$ cat config.mk
export PLATFORM = sky130hd
export DESIGN_NAME = config_line_tokenizer_flat
export DESIGN_NICKNAME = d
export VERILOG_FILES = /design/src/sv/clt_pkg.sv /design/src/sv/clt_if.sv /design/src/sv/clt_core.sv /design/src/sv/clt_result_fifo.sv /design/src/sv/config_line_tokenizer.sv /design/src/flat_wrapper.sv
export SDC_FILE = /design/constraint.sdc
export NUM_CORES = 1
export LEC_CHECK = 0
export BUFFER_PORTS_ARGS = -buffer_cell sky130_fd_sc_hd__clkbuf_2
export CORE_AREA = 2 2 127 129
export DETAILED_ROUTE_END_ITERATION = 8
export DIE_AREA = 0 0 129 131
export GPL_ROUTABILITY_DRIVEN = 0
export HOLD_SLACK_MARGIN = 0.05
export PLACE_DENSITY = 0.73
export SETUP_SLACK_MARGIN = 0.02
export SYNTH_ARGS = -nofsm -noshare
export SYNTH_HDL_FRONTEND = slang
export SYNTH_SLANG_ARGS = --single-unit
$ cat constraint.sdc
create_clock -name clk -period 9.6 [get_ports clk]
set_clock_uncertainty 0.1 [all_clocks]
set_input_delay 0 -clock clk [delete_from_list [all_inputs] [get_ports clk]]
set_output_delay 0 -clock clk [all_outputs]
set_load 0.02 [all_outputs]
$ cat src/sv/clt_pkg.sv
// Shared types, codes and keyword tables for the config line tokenizer.
// No dependencies.
`timescale 1ns / 1ps

package clt_pkg;

    localparam int TOKEN_BUFFER_DEFAULT = 256;

    typedef enum logic [1:0] {
        PH_SKIP,
        PH_TOKEN,
        PH_DROP,
        PH_LEAD_COMMENT
    } phase_t;

    typedef enum logic [1:0] {
        KIND_CHAR,
        KIND_TOKEN_END,
        KIND_LINE_END,
        KIND_STREAM_END
    } result_kind_t;

    localparam logic [2:0] KW_NONE      = 3'd0;
    localparam logic [2:0] KW_ALL       = 3'd1;
    localparam logic [2:0] KW_SAMEUSER  = 3'd2;
    localparam logic [2:0] KW_SAMEGROUP = 3'd3;
    localparam logic [2:0] KW_SAMEROLE  = 3'd4;

    localparam logic [7:0] CH_NL    = 8'h0A;
    localparam logic [7:0] CH_TAB   = 8'h09;
    localparam logic [7:0] CH_CR    = 8'h0D;
    localparam logic [7:0] CH_SPACE = 8'h20;
    localparam logic [7:0] CH_HASH  = 8'h23;
    localparam logic [7:0] CH_QUOTE = 8'h22;
    localparam logic [7:0] CH_COMMA = 8'h2C;

    localparam int KW_COUNT = 4;

    // Keyword text, right aligned: first character sits in the highest used byte.
    localparam logic [71:0] KW_TEXT [KW_COUNT] = '{
        72'("all"), 72'("sameuser"), 72'("samegroup"), 72'("samerole")
    };
    localparam logic [3:0] KW_LEN [KW_COUNT] = '{4'd3, 4'd8, 4'd9, 4'd8};

    // Character i of keyword k; zero past the end.
    function automatic logic [7:0] kw_char(input logic [1:0] k, input logic [3:0] i);
        logic [3:0] len;
        logic [6:0] base;
        len = KW_LEN[k];
        base = '0;
        if (i < len) begin
            base = {len - i - 4'd1, 3'b000};
            return KW_TEXT[k][base +: 8];
        end
        return 8'h00;
    endfunction

    typedef struct packed {
        result_kind_t kind;
        logic [7:0]   char_out;
        logic [7:0]   token_length;
        logic [2:0]   keyword_code;
        logic         was_quoted;
        logic         overflowed;
        logic         last_of_run;
    } result_t;

    // Up to two results produced by one processed byte.
    typedef struct packed {
        logic    v0;
        logic    v1;
        result_t r0;
        result_t r1;
    } push_t;

endpackage

$ cat src/sv/clt_if.sv
// Handshake channels of the config line tokenizer: byte input and result output.
// No dependencies.
`timescale 1ns / 1ps

interface clt_in_if;
    logic       valid;
    logic       ready;
    logic [7:0] char_in;
    logic       stream_end;

    modport source (output valid, output char_in, output stream_end, input ready);
    modport sink   (input valid, input char_in, input stream_end, output ready);
endinterface

interface clt_out_if;
    logic       valid;
    logic       ready;
    logic [1:0] result_kind;
    logic [7:0] char_out;
    logic [7:0] token_length;
    logic [2:0] keyword_code;
    logic       was_quoted;
    logic       overflowed;
    logic       last_of_run;

    modport source (output valid, output result_kind, output char_out,
                    output token_length, output keyword_code, output was_quoted,
                    output overflowed, output last_of_run, input ready);
    modport sink   (input valid, input result_kind, input char_out,
                    input token_length, input keyword_code, input was_quoted,
                    input overflowed, input last_of_run, output ready);
endinterface

$ cat src/sv/clt_core.sv
// Tokenizer state and per-byte step logic; emits up to two results per byte.
// Depends on clt_pkg.
`timescale 1ns / 1ps

module clt_core
    import clt_pkg::*;
#(
    parameter int TOKEN_BUFFER = TOKEN_BUFFER_DEFAULT
) (
    input  logic       clk,
    input  logic       rst_n,
    input  logic       step,
    input  logic [7:0] char_in,
    input  logic       stream_end,
    output push_t      push
);

    localparam int CNT_W = $clog2(TOKEN_BUFFER - 1);
    localparam int EXT_W = (CNT_W > 8) ? CNT_W : 9;
    localparam logic [CNT_W-1:0] TOKEN_LIMIT = CNT_W'(TOKEN_BUFFER - 2);

    phase_t           phase_reg, phase_next;
    logic             inq_reg, inq_next;
    logic             pq_reg, pq_next;
    logic             aq_reg, aq_next;
    logic [CNT_W-1:0] cnt_reg, cnt_next;
    logic [3:0]       kwl_reg, kwl_next;

    logic [CNT_W-1:0] cnt_inc;
    logic [3:0]       kwl_tracked;
    logic             is_nl, is_blank, is_hash, is_quote, is_comma;
    logic             do_clear, run_token;
    result_t          te_plain, te_comma, te_ov;

    function automatic result_t simple_res(input result_kind_t kind);
        result_t r;
        r = '0;
        r.kind = kind;
        return r;
    endfunction

    function automatic result_t char_res(input logic [7:0] c);
        result_t r;
        r = '0;
        r.kind = KIND_CHAR;
        r.char_out = c;
        return r;
    endfunction

    function automatic result_t end_res(input logic [CNT_W-1:0] cnt, input logic [3:0] kwl,
                                        input logic aq, input logic ov);
        result_t          r;
        logic [EXT_W-1:0] cnt_ext;
        r = '0;
        cnt_ext = EXT_W'(cnt);
        r.kind = KIND_TOKEN_END;
        r.token_length = (cnt_ext > EXT_W'(255)) ? 8'hFF : cnt_ext[7:0];
        r.was_quoted = aq;
        r.overflowed = ov;
        if (!aq) begin
            priority if (kwl[0] && cnt == CNT_W'(KW_LEN[0])) r.keyword_code = KW_ALL;
            else if (kwl[1] && cnt == CNT_W'(KW_LEN[1]))     r.keyword_code = KW_SAMEUSER;
            else if (kwl[2] && cnt == CNT_W'(KW_LEN[2]))     r.keyword_code = KW_SAMEGROUP;
            else if (kwl[3] && cnt == CNT_W'(KW_LEN[3]))     r.keyword_code = KW_SAMEROLE;
            else                                             r.keyword_code = KW_NONE;
        end
        return r;
    endfunction

    always_comb
    begin
        is_nl    = (char_in == CH_NL);
        is_blank = (char_in == CH_SPACE) || (char_in == CH_TAB) || (char_in == CH_CR);
        is_hash  = (char_in == CH_HASH);
        is_quote = (char_in == CH_QUOTE);
        is_comma = (char_in == CH_COMMA);
        cnt_inc  = cnt_reg + CNT_W'(1);
        for (int k = 0; k < KW_COUNT; k++) begin
            kwl_tracked[k] = kwl_reg[k] && (cnt_reg < CNT_W'(KW_LEN[k]))
                             && (kw_char(2'(k), cnt_reg[3:0]) == char_in);
        end
        te_plain = end_res(cnt_reg, kwl_reg, aq_reg, 1'b0);
        te_comma = end_res(cnt_inc, kwl_tracked, aq_reg, 1'b0);
        te_ov    = end_res(cnt_reg, kwl_reg, aq_reg, 1'b1);
    end

    always_comb
    begin
        phase_next = phase_reg;
        inq_next   = inq_reg;
        pq_next    = pq_reg;
        aq_next    = aq_reg;
        cnt_next   = cnt_reg;
        kwl_next   = kwl_reg;
        push       = '0;
        do_clear   = 1'b0;
        run_token  = 1'b0;

        if (stream_end) begin
            if (phase_reg == PH_TOKEN || (phase_reg == PH_LEAD_COMMENT && aq_reg)) begin
                push.v0 = 1'b1;
                push.r0 = te_plain;
                push.v1 = 1'b1;
                push.r1 = simple_res(KIND_STREAM_END);
            end else begin
                push.v0 = 1'b1;
                push.r0 = simple_res(KIND_STREAM_END);
            end
            phase_next = PH_SKIP;
            do_clear = 1'b1;
        end else begin
            unique case (phase_reg)
                PH_SKIP:
                begin
                    if (is_nl) begin
                        push.v0 = 1'b1;
                        push.r0 = simple_res(KIND_LINE_END);
                    end else if (!is_blank && !is_comma) begin
                        phase_next = PH_TOKEN;
                        run_token = 1'b1;
                    end
                end
                PH_TOKEN:
                begin
                    run_token = 1'b1;
                end
                PH_DROP:
                begin
                    if (is_nl) begin
                        phase_next = PH_SKIP;
                        do_clear = 1'b1;
                        push.v0 = 1'b1;
                        push.r0 = simple_res(KIND_LINE_END);
                    end
                end
                PH_LEAD_COMMENT:
                begin
                    if (is_nl) begin
                        push.v0 = 1'b1;
                        push.r0 = aq_reg ? te_plain : simple_res(KIND_LINE_END);
                        phase_next = PH_SKIP;
                        do_clear = 1'b1;
                    end
                end
                default: ;
            endcase

            if (run_token) begin
                priority if (is_nl) begin
                    push.v0 = 1'b1;
                    push.r0 = te_plain;
                    push.v1 = 1'b1;
                    push.r1 = simple_res(KIND_LINE_END);
                    phase_next = PH_SKIP;
                    do_clear = 1'b1;
                end else if (is_blank && !inq_reg) begin
                    push.v0 = 1'b1;
                    push.r0 = te_plain;
                    phase_next = PH_SKIP;
                    do_clear = 1'b1;
                end else if (is_hash && !inq_reg) begin
                    if (cnt_reg != '0) begin
                        push.v0 = 1'b1;
                        push.r0 = te_plain;
                        phase_next = PH_DROP;
                        do_clear = 1'b1;
                    end else begin
                        // comment before any stored text keeps the quote flag
                        phase_next = PH_LEAD_COMMENT;
                    end
                end else if (cnt_reg >= TOKEN_LIMIT) begin
                    push.v0 = 1'b1;
                    push.r0 = te_ov;
                    phase_next = PH_DROP;
                    do_clear = 1'b1;
                end else begin
                    if (!is_quote || pq_reg) begin
                        push.v0 = 1'b1;
                        push.r0 = char_res(char_in);
                        cnt_next = cnt_inc;
                        kwl_next = kwl_tracked;
                    end
                    if (is_comma && !inq_reg) begin
                        // comma is stored, then closes the token
                        push.v1 = 1'b1;
                        push.r1 = te_comma;
                        phase_next = PH_SKIP;
                        do_clear = 1'b1;
                    end else begin
                        pq_next = (inq_reg && is_quote) ? ~pq_reg : 1'b0;
                        if (is_quote) begin
                            inq_next = ~inq_reg;
                            aq_next = 1'b1;
                        end
                    end
                end
            end
        end

        if (do_clear) begin
            inq_next = 1'b0;
            pq_next  = 1'b0;
            aq_next  = 1'b0;
            cnt_next = '0;
            kwl_next = 4'hF;
        end

        if (push.v1) begin
            push.r1.last_of_run = 1'b1;
        end else if (push.v0) begin
            push.r0.last_of_run = 1'b1;
        end

        if (!step) begin
            push.v0 = 1'b0;
            push.v1 = 1'b0;
        end
    end

    always_ff @(posedge clk or negedge rst_n)
    begin
        if (!rst_n) begin
            phase_reg <= PH_SKIP;
            inq_reg   <= 1'b0;
            pq_reg    <= 1'b0;
            aq_reg    <= 1'b0;
            cnt_reg   <= '0;
            kwl_reg   <= 4'hF;
        end else if (step) begin
            phase_reg <= phase_next;
            inq_reg   <= inq_next;
            pq_reg    <= pq_next;
            aq_reg    <= aq_next;
            cnt_reg   <= cnt_next;
            kwl_reg   <= kwl_next;
        end
    end

endmodule

$ cat src/sv/clt_result_fifo.sv
// Four-entry result queue: takes up to two results per cycle, gives one.
// Depends on clt_pkg.
`timescale 1ns / 1ps

module clt_result_fifo
    import clt_pkg::*;
(
    input  logic    clk,
    input  logic    rst_n,
    input  push_t   push,
    input  logic    pop,
    output logic    room,
    output logic    not_empty,
    output result_t head
);

    localparam int DEPTH = 4;

    result_t    entries_reg [DEPTH];
    logic [1:0] wr_ptr_reg, wr_ptr_next;
    logic [1:0] rd_ptr_reg, rd_ptr_next;
    logic [2:0] count_reg, count_next;
    logic [1:0] n_push;
    logic       do_pop;

    assign not_empty = (count_reg != 3'd0);
    assign room      = (count_reg <= 3'd2);
    assign head      = entries_reg[rd_ptr_reg];
    assign do_pop    = pop && not_empty;

    always_comb
    begin
        n_push = {1'b0, push.v0} + {1'b0, push.v1};
        wr_ptr_next = wr_ptr_reg + n_push;
        rd_ptr_next = rd_ptr_reg + {1'b0, do_pop};
        count_next = count_reg + {1'b0, n_push} - {2'b00, do_pop};
    end

    always_ff @(posedge clk)
    begin
        if (push.v0) begin
            entries_reg[wr_ptr_reg] <= push.r0;
        end
        if (push.v1) begin
            entries_reg[wr_ptr_reg + 2'd1] <= push.r1;
        end
    end

    always_ff @(posedge clk or negedge rst_n)
    begin
        if (!rst_n) begin
            wr_ptr_reg <= '0;
            rd_ptr_reg <= '0;
            count_reg  <= '0;
        end else begin
            wr_ptr_reg <= wr_ptr_next;
            rd_ptr_reg <= rd_ptr_next;
            count_reg  <= count_next;
        end
    end

endmodule

$ cat src/sv/config_line_tokenizer.sv
// Top level of the config line tokenizer: input register, step core, result queue.
// Depends on clt_pkg, clt_if, clt_core and clt_result_fifo.
`timescale 1ns / 1ps

// Splits a byte stream into configuration tokens. One byte is taken per clock
// on the stream channel unless the input stalls; it is held in an input
// register and then processed by the step core, which pushes zero, one or two
// results into a four-entry result queue. The token channel drains that queue
// at one result per clock while the receiver is ready, so the sustained rate
// is one byte per cycle for bytes that produce at most one result. A byte that
// produces two results (a newline closing a token, an unquoted comma, stream
// end after a pending token) puts both into the queue; the queue absorbs short
// bursts of these and the input stalls only when the queue holds more than two
// results. Every result of a byte carries last_of_run on its final entry;
// stream end returns all state to its reset value. TOKEN_BUFFER sets the
// length limit (TOKEN_BUFFER - 2 stored characters) and the width of the
// character counter.

module config_line_tokenizer
    import clt_pkg::*;
#(
    parameter int TOKEN_BUFFER = TOKEN_BUFFER_DEFAULT
) (
    input  logic     clk,
    input  logic     rst_n,
    clt_in_if.sink   stream,
    clt_out_if.source tokens
);

    // input register
    logic       in_valid_reg;
    logic [7:0] char_reg;
    logic       end_reg;

    logic    room;
    logic    step;
    logic    not_empty;
    push_t   push;
    result_t head;

    // a held byte is processed once the queue can take two results
    assign step = in_valid_reg && room;
    assign stream.ready = !in_valid_reg || step;

    always_ff @(posedge clk or negedge rst_n)
    begin
        if (!rst_n) begin
            in_valid_reg <= 1'b0;
        end else if (stream.ready) begin
            in_valid_reg <= stream.valid;
        end
    end

    always_ff @(posedge clk)
    begin
        if (stream.valid && stream.ready) begin
            char_reg <= stream.char_in;
            end_reg  <= stream.stream_end;
        end
    end

    clt_core #(
        .TOKEN_BUFFER (TOKEN_BUFFER)
    ) u_core (
        .clk        (clk),
        .rst_n      (rst_n),
        .step       (step),
        .char_in    (char_reg),
        .stream_end (end_reg),
        .push       (push)
    );

    clt_result_fifo u_fifo (
        .clk       (clk),
        .rst_n     (rst_n),
        .push      (push),
        .pop       (tokens.ready),
        .room      (room),
        .not_empty (not_empty),
        .head      (head)
    );

    // result transfer side
    assign tokens.valid        = not_empty;
    assign tokens.result_kind  = head.kind;
    assign tokens.char_out     = head.char_out;
    assign tokens.token_length = head.token_length;
    assign tokens.keyword_code = head.keyword_code;
    assign tokens.was_quoted   = head.was_quoted;
    assign tokens.overflowed   = head.overflowed;
    assign tokens.last_of_run  = head.last_of_run;

endmodule

$ cat src/flat_wrapper.sv
// flat-port wrapper written by rule: the top's interface ports become plain ports
module config_line_tokenizer_flat import clt_pkg::*;
#(
    parameter int TOKEN_BUFFER = TOKEN_BUFFER_DEFAULT
)
  (clk, rst_n, stream_valid, stream_char_in, stream_stream_end, stream_ready, tokens_valid, tokens_result_kind, tokens_char_out, tokens_token_length, tokens_keyword_code, tokens_was_quoted, tokens_overflowed, tokens_last_of_run, tokens_ready);
  clt_in_if stream_i ();
  clt_out_if tokens_i ();
  input  logic clk;
  input  logic rst_n;
  input wire logic [$bits(stream_i.valid)-1:0] stream_valid;
  input wire logic [$bits(stream_i.char_in)-1:0] stream_char_in;
  input wire logic [$bits(stream_i.stream_end)-1:0] stream_stream_end;
  output wire logic [$bits(stream_i.ready)-1:0] stream_ready;
  output wire logic [$bits(tokens_i.valid)-1:0] tokens_valid;
  output wire logic [$bits(tokens_i.result_kind)-1:0] tokens_result_kind;
  output wire logic [$bits(tokens_i.char_out)-1:0] tokens_char_out;
  output wire logic [$bits(tokens_i.token_length)-1:0] tokens_token_length;
  output wire logic [$bits(tokens_i.keyword_code)-1:0] tokens_keyword_code;
  output wire logic [$bits(tokens_i.was_quoted)-1:0] tokens_was_quoted;
  output wire logic [$bits(tokens_i.overflowed)-1:0] tokens_overflowed;
  output wire logic [$bits(tokens_i.last_of_run)-1:0] tokens_last_of_run;
  input wire logic [$bits(tokens_i.ready)-1:0] tokens_ready;
  assign stream_i.valid = stream_valid;
  assign stream_i.char_in = stream_char_in;
  assign stream_i.stream_end = stream_stream_end;
  assign stream_ready = stream_i.ready;
  assign tokens_valid = tokens_i.valid;
  assign tokens_result_kind = tokens_i.result_kind;
  assign tokens_char_out = tokens_i.char_out;
  assign tokens_token_length = tokens_i.token_length;
  assign tokens_keyword_code = tokens_i.keyword_code;
  assign tokens_was_quoted = tokens_i.was_quoted;
  assign tokens_overflowed = tokens_i.overflowed;
  assign tokens_last_of_run = tokens_i.last_of_run;
  assign tokens_i.ready = tokens_ready;
  config_line_tokenizer #(.TOKEN_BUFFER(TOKEN_BUFFER)) u_core (.clk(clk), .rst_n(rst_n), .stream(stream_i), .tokens(tokens_i));
endmodule
# --- Word level (Yosys, flattened, before mapping) ---
# Memory sizes are Yosys's and may differ from the RTL's.
# Index checks and enable logic that the tools add are counted.
word_totals:
  n_memories: 1
  out_inout_bits: 26
  inputBits: 13
  reg_bits: 34
  ramBits: 96
  wordCells: 240
mem_list:
  columns: ["name", "depth", "word_bits", "rd", "rd_clocked_by_memory_dff", "wr", "line_no", "text"]
  rows:
  - ["u_core.u_fifo.entries_reg", 4, 24, 1, 0, 2, "clt_result_fifo.sv:19", "result_t entries_reg [DEPTH];"]
op_classes:
  reduce_logical: 47
  shift: 4
  n_lt_le_gt_ge: 8
  bitwise_logic: 2
  n_mux: 127
  n_eq_ne: 26
  addsub: 13
op_table:
  columns: ["op", "n"]
  rows:
  - ["$mux W24", 13]
  - ["$shiftx A72 B8 Y8 const A", 4]
  - ["$mux W50", 3]
  - ["$mux W8", 16]
  - ["$mux W1", 62]
  - ["$eq A8 B4 Y1 const B", 7]
  - ["$pmux W24 S2", 1]
  - ["$eq A8 B6 Y1 const B", 4]
  - ["$eq A8 B8 Y1", 4]
  - ["$mux W4", 8]
  - ["$mux W3", 10]
  - ["$logic_and A1 B1 Y1", 25]
  - ["$mux W23", 1]
  - ["$mux W2", 11]
  - ["$eq A8 B2 Y1 const B", 2]
  - ["$lt A8 B4 Y1 const B", 2]
  - ["$reduce_and A8 Y1", 2]
  - ["$sub A4 B1 Y4 const B", 3]
  - ["$ne A2 B2 Y1 const B", 5]
  - ["$reduce_and A9 Y1", 1]
  - ["$add A8 B1 Y8 const B", 1]
  - ["$ge A8 B8 Y1 const B", 1]
  - ["$lt A4 B4 Y1 const B", 2]
  - ["$lt A8 B2 Y1 const B", 1]
  - ["24 further kinds", 38]

# --- Depth between registers and ports, before layout ---
logic_depth:
  word_depth: 24
  ltp_mapped: 17
  mapped_depth_nobuf: 14

# --- Cells and area by module ---
# From an unflattened synthesis, not the netlist that was laid out.
hier_totals:
  cells_unflattened: 639
  hier_area_um2: 7901.3
modules_own_cells:
  columns: ["module", "seq_area_each_um2", "area_each_um2", "n_inst", "cells_per_inst"]
  rows:
  - ["clt_result_fifo", 3057.9, 5044.8, 1, 271]
  - ["clt_core", 430.4, 2526.2, 1, 354]
  - ["config_line_tokenizer", 295.3, 330.3, 1, 14]

# --- Worst setup path after synthesis ---
# Ideal clock, no wire load.
synth_path:
  kind: "register to register"
  startpoint: "reg u_core.u_core.cnt_reg[4]"
  endpoint: "reg u_core.u_fifo.count_reg[2]"
  n_path_buf: 2
  slack_ps: 6094
  required_ps: 9377
  arrival_ps: 3284
  period_less_slack_ps: 3506
  setup_ps: 123
  path_stages_with_launch: 16
  cell_sequence: "dfrtp_1 buf_6 or4_4 nor4b_4 o211ai_4 buf_6 o22ai_1 nor2_1 ha_1 inv_1 ha_1 inv_1 ha_1 fa_1 xnor2_1 xnor2_1"
synth_between:
  elab_chain_len: 11
  word_cells_on_any_way: 16
  cone_classes: "add/sub (3); order compare (1); mux (11); reduce/logical (1)"
synth_rtl:
  columns: ["item", "line_no", "text"]
  rows:
  - ["start, declared", "clt_core.sv:26", "logic [CNT_W-1:0] cnt_reg, cnt_next;"]
  - ["start signal, assigned", "clt_core.sv:234", "cnt_reg <= cnt_next;"]
  - ["$ge A8 B8 Y1 / $reduce_bool A8 Y1 (equally long branches)", "clt_core.sv:171, clt_core.sv:162", null]
  - ["$mux W1 (on tied branches)", "clt_core.sv:171, clt_core.sv:162", null]
  - ["$mux W1", "clt_core.sv:161", "end else if (is_hash && !inq_reg) begin"]
  - ["$mux W1", "clt_core.sv:156", "end else if (is_blank && !inq_reg) begin"]
  - ["$mux W50 (*)", "clt_core.sv:149", "priority if (is_nl) begin"]
  - ["$mux W50 (*)", "clt_core.sv:148", "if (run_token) begin"]
  - ["$mux W50 (*)", "clt_core.sv:99", "if (stream_end) begin"]
  - ["$mux W2 (*)", "clt_core.sv:214", "if (!step) begin"]
  - ["$add A1 B1 Y2 (*)", "clt_result_fifo.sv:33", "n_push = {1'b0, push.v0} + {1'b0, push.v1};"]
  - ["$add A3 B2 Y3 (*)", "clt_result_fifo.sv:36", "count_next = count_reg + {1'b0, n_push} - {2'b00, do_pop};"]
  - ["$sub A3 B1 Y3 (*)", "clt_result_fifo.sv:36", null]
  - ["net u_core.u_fifo.count_next[2]", "clt_result_fifo.sv:22", "logic [2:0] count_reg, count_next;"]
  - ["end signal, assigned", "clt_result_fifo.sv:58", "count_reg <= count_next;"]
  - ["end, declared", "clt_result_fifo.sv:22", null]
# Mark *: on every way through the listed nets, which the timed path passes. The rest lies on a longest branch.
# A chain may end at the register's enable or synchronous reset.

# --- Worst setup path in the final report ---
layout_path:
  startpoint: "reg u_core.char_reg[0]"
  endpoint: "reg u_core.u_fifo.count_reg[2]"
layout_between:
  elab_chain_len: 15
  word_cells_on_any_way: 39
  cone_classes: "add/sub (3); eq/ne (7); mux (19); reduce/logical (10)"
layout_rtl:
  columns: ["item", "line_no", "text"]
  rows:
  - ["start, declared", "config_line_tokenizer.sv:32", "logic [7:0] char_reg;"]
  - ["start signal, assigned", "config_line_tokenizer.sv:57", "char_reg <= stream.char_in;"]
  - ["$eq A8 B6 Y1 / $eq A8 B4 Y1 (equally long branches)", "clt_core.sv:73", "is_blank = (char_in == CH_SPACE) || (char_in == CH_TAB) || (char_in == CH_CR);"]
  - ["$logic_or A1 B1 Y1 (2 in a row)", "clt_core.sv:73", null]
  - ["$logic_not A1 Y1", "clt_core.sv:118", "end else if (!is_blank && !is_comma) begin"]
  - ["$logic_and A1 B1 Y1", "clt_core.sv:118", null]
  - ["$mux W1", "clt_core.sv:118", null]
  - ["$mux W1", "clt_core.sv:115", "if (is_nl) begin"]
  - ["$pmux W1 S2", "clt_core.sv:112", "unique case (phase_reg)"]
  - ["$mux W1", "clt_core.sv:99", null]
  - ["$mux W50 (*)", "clt_core.sv:148", null]
  - ["$mux W50 (*)", "clt_core.sv:99", null]
  - ["$mux W2 (*)", "clt_core.sv:214", null]
  - ["$add A1 B1 Y2 (*)", "clt_result_fifo.sv:33", null]
  - ["$add A3 B2 Y3 (*)", "clt_result_fifo.sv:36", null]
  - ["$sub A3 B1 Y3 (*)", "clt_result_fifo.sv:36", null]
  - ["net u_core.u_fifo.count_next[2]", "clt_result_fifo.sv:22", null]
# Mark *: on every way through the listed nets, which the timed path passes. The rest lies on a longest branch. The select of a mux whose other input is x is not followed.

==> results.cfg <==
[run_status]
status = completed

[clock_network]
numCtsBuffers = 17
post_cts_buffers = 0
htree_num_levels = 4
insertion_delay_ps = 430
clk_pin_slew_ps = 60
clock_sinks = 130
cts.repair.resized = 0
cts_tree = yes
root_buffer = clkbuf_16
cts_hold_buf = 12
cts_buffer_depth = 2

[run]
cap_violations = 0

[worst_setup_path]
start_kind = register
crit_fanout = 23
r2r_slack_ps = 5530
critPathKind = register to register
worstPathRequired_ps = 9840
crit_path_end_kind = register
crit_arrival_ps = 4320

[sta]
rsz0062_at_grt = no
tightestPinTransition_ps = 1255
finalSetupTns_ps = 0
setup_viol = 0
fin_ws_ps = 5526
fmax_mhz = 245.4
hold_viol = 0
fin_crit_ps = 4074
post-route-period-util_pct = 42.44
maxSlewViolCount = 0
slew_headroom_pct = 16.30
timing.hold.ws_ps = 66.50

[finish]
largest_register_ffs = 96
syn_to_final_growth_pct = 11.62
post-route-util_pct = 54.40
antenna_cells = 0
nets = 771
final_area_um2 = 8486
drive_above_1_share_pct = 22.28

[detailed_routing]
antenna_left = 0
wirelength_um = 19550
routed_via_density = 6.467
vias = 6273
remaining_drc_errors = 0
post_drt_wl_per_cell_um = 20.15
drt_iter0_markers = 595
dr.pass1.iters = 6

[synthesis]
postSynthAreaPerCell_um2 = 10.53
ys_seq_area_share_pct = 45.03
syn_area_um2 = 7602
synthCells = 722
synth_edf_count = 69
synth-main-ff-cell = edfxtp_1
ys.warnings.count = 0
yosysTopAreaCell = edfxtp_1
synth_top_area_share_pct = 27.25
synthDistinctLibCells = 93
yosys_register_bits = 130
synth_fp_nets = 752
synth.area.top_cells = edfxtp_1 (27%), dfxtp_1 (9.5%), mux4_2 (7.1%)
synthArstFlopShare_pct = 19.23

[grt]
grt_pass1_wl_um = 31220
gr-total-overflow = 0
grtUsageTotal_pct = 23.97
grt_max_degree = 37
grt_pass1_vias = 5976
antenna_found_initial = 0

[floorplan]
rows = 46
io_pins = 39
core_area_um2 = 15600
die_w_um = 129
start_util_pct = 48.74
die_h_um = 131
die-area_um2 = 16900

[placed_design]
port-buffer-count = 38
place_ws_ps = 5621
place_area_um2 = 7784
hpwl_um = 13050

[worst_hold_path]
hold_class = input pin to asynchronous set/reset pin

[pwr]
cellLeakagePower_nw = 3.069
p_per_area_nw_per_um2 = 308.8
ir_drop_mv = 0.1519
==> cell type report <==
cell class / instances / area, um2
clock inverters: 9 / 66.31
clock buffers: 23 / 510.5
fillers: 1345 / 7112
multi-input cells: 508 / 3751
repair buffers: 57 / 362.8
flip-flops and latches: 130 / 3423
well taps: 216 / 270.3
inverters: 27 / 101.3
==> cell families after synthesis <==
family	count (synthesis)	share of synthesized area (%)
compound gates	186	18.07
fa+ha+maj	17	2.897
simple gates	250	17.40
flops	130	45.03
xor+xnor	20	2.304
mux	35	8.608
buf+inv	84	5.694
==> per-layer routing <==
layer / global-route usage, % / share of wire, % / up-vias
li1: - / - / 2812
met1: 31.77 / 40 / 3031
met2: 37.47 / 47 / 354
met3: 5.660 / 9.0 / 76
met4: 11.32 / 3.8 / 0
met5: 0 / 0 / -
==> worst max-delay path, stage by stage (launching register included) <==
cell and delay (ps):
edfxtp_1 840, mux2i_1 150, o311ai_1 560, a21oi_1 470, o22ai_1 230, nor2_1 70
ha_1 310, inv_1 50, ha_1 260, inv_1 40, ha_1 180, fa_1 390
xnor2_1 190, xnor2_1 140
==> path summary, 6_finish.rpt <==
check                      cells past startpoint                            start                               to
hold / removal                                 2                            rst_n      u_core.u_fifo.rd_ptr_reg[1]
setup reg to reg                              13               u_core.char_reg[0]       u_core.u_fifo.count_reg[2]
hold reg to reg                                2  u_core.u_fifo.entries_reg[0][1]  u_core.u_fifo.entries_reg[0][1]
min in group clk                               2                stream_char_in[0]               u_core.char_reg[0]
setup / recovery                              13               u_core.char_reg[0]       u_core.u_fifo.count_reg[2]
max in group asynchronous                      2                            rst_n         u_core.u_core.cnt_reg[7]
==> where the power goes <==
part           total [W]  switching [W]  internal, W
Sequential      0.000914       0.000142     0.000772
Combinational    0.00108       0.000646     0.000435
Clock           0.000626       0.000248     0.000377
==> synth_stat cells (8+ instances only) <==
library cell	number
edfxtp_1	69
nor2_1	63
nand3_1	45
nand2_1	43
o22ai_1	38
dfxtp_1	36
a31o_2	35
clkbuf_1	34
inv_1	27
a21oi_1	25
mux4_2	24
dfrtp_1	21
o21ai_0	20
nor3_1	19
ha_1	16
xnor2_1	16
nand2b_1	12
o32ai_1	10
and2_1	9
mux2i_1	8
==> through the flow <==
step           power, W  std cells
3_5_place_dp   0.001987        926
2_1_floorplan  0.001707        722
6_report       0.002620        970
3_3_place_gp   0.001943        926
5_1_grt        0.002758        970
4_1_cts        0.002619        970
==> placed cells by master, fill, tap and decap left out, drive strengths merged, types with 16 or more instances in the layout <==
cell type,count
edfxtp,69
nor2,63
clkbuf,61
nand3,45
nand2,44
o22ai,38
dfxtp,36
a31o,35
inv,32
a21oi,25
mux4,24
o21ai,23
dfrtp,21
nor3,20
xnor2,16
ha,16
Power figures use the tool's default switching activity.
